===== src/rtl/skt_pkg.sv =====
// skt_pkg: action and status codes and shared types of the sorted key table
// used by the channel interfaces, the cell and the top level
`default_nettype none

package skt_pkg;

    localparam int TREE_WIDTH = 8;

    typedef enum logic [1:0] {
        ACT_CLEAR  = 2'd0,
        ACT_INSERT = 2'd1,
        ACT_LOOKUP = 2'd2
    } action_t;

    typedef enum logic [1:0] {
        ST_OK        = 2'd0,
        ST_NOT_FOUND = 2'd1,
        ST_FULL      = 2'd2
    } status_t;

    // lookup token control travelling down the cell chain
    typedef struct packed {
        logic valid;
        logic hit;
    } tok_ctl_t;

endpackage

`default_nettype wire


===== src/rtl/skt_cell.sv =====
// skt_cell: one entry of the sorted table with its insert shift and lookup stage
// depends on skt_pkg for the tree width and token control type
`default_nettype none

module skt_cell #(
    parameter int INDEX        = 0,
    parameter int KEY_WIDTH    = 16,
    parameter int OFFSET_WIDTH = 32,
    parameter int COUNT_WIDTH  = 7
) (
    input  wire logic                          clk,
    input  wire logic                          rst_n,
    input  wire logic [COUNT_WIDTH-1:0]        count,
    input  wire logic                          ins_en,
    input  wire logic [KEY_WIDTH-1:0]          ins_key,
    input  wire logic [OFFSET_WIDTH-1:0]       ins_offset,
    input  wire logic [skt_pkg::TREE_WIDTH-1:0] ins_tree,
    input  wire logic                          prev_ge,
    input  wire logic [KEY_WIDTH-1:0]          prev_key,
    input  wire logic [OFFSET_WIDTH-1:0]       prev_offset,
    input  wire logic [skt_pkg::TREE_WIDTH-1:0] prev_tree,
    output logic                               ge,
    output logic [KEY_WIDTH-1:0]               key,
    output logic [OFFSET_WIDTH-1:0]            offset,
    output logic [skt_pkg::TREE_WIDTH-1:0]     tree,
    input  wire logic [KEY_WIDTH-1:0]          search_key,
    input  wire skt_pkg::tok_ctl_t             prev_tok,
    input  wire logic [OFFSET_WIDTH-1:0]       prev_tok_offset,
    input  wire logic [skt_pkg::TREE_WIDTH-1:0] prev_tok_tree,
    output skt_pkg::tok_ctl_t                  tok,
    output logic [OFFSET_WIDTH-1:0]            tok_offset,
    output logic [skt_pkg::TREE_WIDTH-1:0]     tok_tree
);
    import skt_pkg::*;

    localparam logic [COUNT_WIDTH-1:0] MY_INDEX = COUNT_WIDTH'(INDEX);

    logic [KEY_WIDTH-1:0]    key_reg;
    logic [OFFSET_WIDTH-1:0] offset_reg;
    logic [TREE_WIDTH-1:0]   tree_reg;
    tok_ctl_t                tok_reg, tok_next;
    logic [OFFSET_WIDTH-1:0] tok_offset_reg, tok_offset_next;
    logic [TREE_WIDTH-1:0]   tok_tree_reg, tok_tree_next;
    logic                    occupied;
    logic                    at_end;
    logic                    match;

    assign occupied = MY_INDEX < count;
    assign at_end   = MY_INDEX == count;
    assign ge       = occupied && (key_reg >= ins_key);
    assign match    = occupied && (key_reg == search_key);

    assign key    = key_reg;
    assign offset = offset_reg;
    assign tree   = tree_reg;

    always_ff @(posedge clk)
    begin
        if (ins_en)
        begin
            if (prev_ge)
            begin
                key_reg    <= prev_key;
                offset_reg <= prev_offset;
                tree_reg   <= prev_tree;
            end
            else if (ge || at_end)
            begin
                key_reg    <= ins_key;
                offset_reg <= ins_offset;
                tree_reg   <= ins_tree;
            end
        end
    end

    always_comb
    begin
        tok_next.valid  = prev_tok.valid;
        tok_next.hit    = prev_tok.hit;
        tok_offset_next = prev_tok_offset;
        tok_tree_next   = prev_tok_tree;
        if (prev_tok.valid && !prev_tok.hit && match)
        begin
            tok_next.hit    = 1'b1;
            tok_offset_next = offset_reg;
            tok_tree_next   = tree_reg;
        end
    end

    always_ff @(posedge clk or negedge rst_n)
    begin
        if (!rst_n)
        begin
            tok_reg <= '0;
        end
        else
        begin
            tok_reg <= tok_next;
        end
    end

    always_ff @(posedge clk)
    begin
        tok_offset_reg <= tok_offset_next;
        tok_tree_reg   <= tok_tree_next;
    end

    assign tok        = tok_reg;
    assign tok_offset = tok_offset_reg;
    assign tok_tree   = tok_tree_reg;

endmodule

`default_nettype wire


===== config.mk =====
export PLATFORM = sky130hd
export DESIGN_NAME = skt_cell
export DESIGN_NICKNAME = d
export VERILOG_FILES = /design/src/rtl/skt_pkg.sv /design/src/rtl/skt_cell.sv
export SDC_FILE = /design/constraint.sdc
export NUM_CORES = 1
export LEC_CHECK = 0
export BUFFER_PORTS_ARGS = -buffer_cell sky130_fd_sc_hd__buf_4
export CORE_AREA = 2 2 108 110
export DETAILED_ROUTE_END_ITERATION = 12
export DIE_AREA = 0 0 110 112
export GPL_TIMING_DRIVEN = 0
export PLACE_DENSITY = 0.82
export SLEW_MARGIN = 15
export SYNTH_ARGS = -nofsm -noshare
export SYNTH_HDL_FRONTEND = slang
export SYNTH_SLANG_ARGS = --single-unit

===== constraint.sdc =====
create_clock -name clk -period 3.9 [get_ports clk]
set_input_delay 0.39 -clock clk [delete_from_list [all_inputs] [get_ports clk]]
set_output_delay 0.39 -clock clk [all_outputs]
set_load 0.02 [all_outputs]

==> impl_metrics.env <==
export IMPL_final_max_slew_viol_count=0
export IMPL_num_vias=3525
export IMPL_synth_edf_count=56
export IMPL_synth_simple_gate_area_share_pct=4.41
export IMPL_min_period_over_period_pct=76.7
export IMPL_fin_ws_ps=907
export IMPL_wire_per_inst_um=16.8
export IMPL_wl_met2_mm=6.59
export IMPL_outcome="complete, no violations"
export IMPL_startpoint="key[15]"
export IMPL_die_h_um=112
export IMPL_drv_cap=0
export IMPL_fp_row_count=39
export IMPL_synthCells=305
export IMPL_cts_buffers=9
export IMPL_power_mw=2.56
export IMPL_grt_overflow=0
export IMPL_yosys_area_top_type="edfxtp_1"
export IMPL_critical_path_max_fanout=29
export IMPL_hold_path_class="primary input to flop"
export IMPL_place_area_um2=6570
export IMPL_hold_path_startpoint="prev_tok[1]"
export IMPL_fmax_ghz=0.334
export IMPL_cp_required_ps=3930
export IMPL_clock_sinks=98
export IMPL_crit_type="flop to flop"
export IMPL_track_usage_pct=19.4
export IMPL_fin_crit_ps=2990
export IMPL_muxShareOfSynthArea_pct=21.3
export IMPL_first_global_vias=3662
export IMPL_wl_met1_mm=4.56
export IMPL_final_cells=744
export IMPL_io_pins=280
export IMPL_ys_top_cells_by_area="edfxtp_1, mux2_2, dfxtp_1"
export IMPL_powerDensity_nw_per_um2=374
export IMPL_dr_pass1_iters=4
export IMPL_hold_violations=0
export IMPL_antenna_cells=0
export IMPL_clk_latency_ps=330
export IMPL_yosysMostFrequentCell="mux2_2"
export IMPL_synth_top_family_by_area="multiplexers"
export IMPL_synthFlopType="edfxtp_1"
export IMPL_synth_cell_types=32
export IMPL_p_clk_share_pct=32.6
export IMPL_whs_ps=173
export IMPL_place_ws_ps=894
export IMPL_intPower_mw=1.91
export IMPL_grt_pass1_wl_mm=18.1
export IMPL_seq_area_um2=2530
export IMPL_ys_top_cells_by_count="mux2_2, edfxtp_1, dfxtp_1"
export IMPL_postSynth_asyncResetShare_pct=2.04
export IMPL_start_kind="flop"
export IMPL_place_gp_congestion=0.815
export IMPL_grt_max_degree=30
export IMPL_drive_gt1_share_pct=63.4
export IMPL_synth_xor_area_share_pct=3.27
export IMPL_cellLeakagePower_nw=3.10
export IMPL_place_inst=727
export IMPL_area_growth_pct=60.1
export IMPL_die_w_um=110
export IMPL_worstReg2RegStart="key[15]"
export IMPL_finClkSkew_ps=10.1
export IMPL_relSlewSlack_pct=48.3
export IMPL_synth_compound_area_share_pct=3.97
export IMPL_initialDrtViolationCount=133
export IMPL_cts_tree="done"
export IMPL_initial_core_util_pct=38.4
export IMPL_syn_area_um2=4290
export IMPL_core_area_um2=11200
export IMPL_setup_viol=0
export IMPL_combPwrFrac_pct=20.0
export IMPL_seq_power_share_pct=47.4
export IMPL_syn_nets=502
export IMPL_switchingPower_uw=651
export IMPL_clk_pin_slew_worst_paths_ps=70
export IMPL_route_detailed_drc=0
export IMPL_postRouteWirelength_mm=12.5
export IMPL_die_area_um2=12300
export IMPL_post_drt_via_cell_ratio=4.74
export IMPL_worst_slew_pin_slew_ps=776
export IMPL_synth_adder_area_share_pct=4.67
export IMPL_avgSynthCellArea_um2=14.1
export IMPL_grt_antenna_before_repair=0
export IMPL_final_area_um2=6860
export IMPL_critPathCaptureType="flop"
export IMPL_fillers=887
export IMPL_nNetsFinal=793
export IMPL_dp_hpwl_mm=10.0
export IMPL_cts_buffer_depth=2
export IMPL_maxUsedRoutingLayer="met4"
export IMPL_antenna_left=0
export IMPL_htree_levels=3
export IMPL_vdd_drop_max_mv=0.272
export IMPL_rsz0062_at_grt="false"
export IMPL_post_route_util_pct=61.4
export IMPL_ys_seq_area_share_pct=59.1
export IMPL_yosys_warnings=0
export IMPL_cp_arrival_ps=3020
export IMPL_synth_seq_cells=98
export IMPL_route_met3_wl_mm=1.08
export IMPL_cts_root_buffer="clkbuf_16"
export IMPL_tns_ps=0
export IMPL_synth_top_cell_area_share_pct=39.2
export IMPL_multi_input_area_um2=1610
export IMPL_portBuffers=278
export IMPL_sw_frac_of_total_pct=25.4
## final timing paths
| path | end | slack [ps] | cells after the start |
|---|---|---|---|
| min | tok[1] | 170 | 1 |
| max | tree[1] | 910 | 7 |
| max in group asynchronous | tok[0] | 3440 | 2 |
| max reg2reg | tree[1] | 910 | 7 |
| min in group asynchronous | tok[1] | 370 | 2 |
| min reg2reg | tok_offset[27] | 500 | 1 |
## per-layer routing
layer | track usage (%) | vias up
met4 | 6.92 | 0
li1 | - | 1691
met1 | 21.1 | 1624
met5 | 0 | -
met2 | 35.1 | 187
met3 | 5.80 | 23
## cells in the final DEF (no fill, tap or decap), types with 3 or more instances in the layout
cell	synthesis	final
edfxtp_1	56	56
a21oi_1	3	3
clkbuf_16	0	9
mux2_2	79	79
xnor2_1	13	13
dfxtp_1	40	40
nand2_1	19	19
o21ai_0	16	16
ha_1	16	16
nand4_1	5	5
xor2_1	3	3
buf_6	4	4
buf_4	0	278
clkbuf_1	8	9
inv_1	18	18
## critical path, stage by stage (launching register included)
cell       delay, ps
edfxtp_1         460
ha_1             340
nand4_1          120
nor3_1           300
nand4_1          140
o2111ai_1        340
o31a_2           690
buf_12           280
## logic make-up after synthesis
kind of cell,Yosys count
multiplexers,81
buffers and inverters,30
AO/OA/AOI/OAI,28
AND/OR/NAND/NOR,36
XOR/XNOR,16
adder cells (fa/ha/maj),16
flip-flops,98
## cell type report
| cell class | count | area share, % |
|---|---|---|
| clock inverters | 5 | 0.547 |
| well taps | 143 | 2.61 |
| plain buffers | 12 | 1.09 |
| flip-flops and latches | 98 | 36.9 |
| clock buffers | 11 | 3.54 |
| repair buffers | 280 | 30.8 |
| multi-input cells | 177 | 23.5 |
| inverters | 18 | 0.984 |
## repair_timing
item / 4_1_cts / 5_1_grt
resized for setup: 0 / 0
setup endpoints to repair: 0 / 0
setup buffers: 0 / 0
endpoints found under the hold margin: 2 / 0
hold buffers: 1 / 0
## power groups by stage
stage               combinational, mW  sequential (mW)  clock [mW]
floorplan                       0.142             1.32           0
detailed placement              0.516             1.24           0
global placement                0.500             1.24           0
global route                    0.552             1.22       0.899
finish                          0.513             1.22       0.836
CTS                             0.519             1.22       0.856
Power figures use the tool's default switching activity.
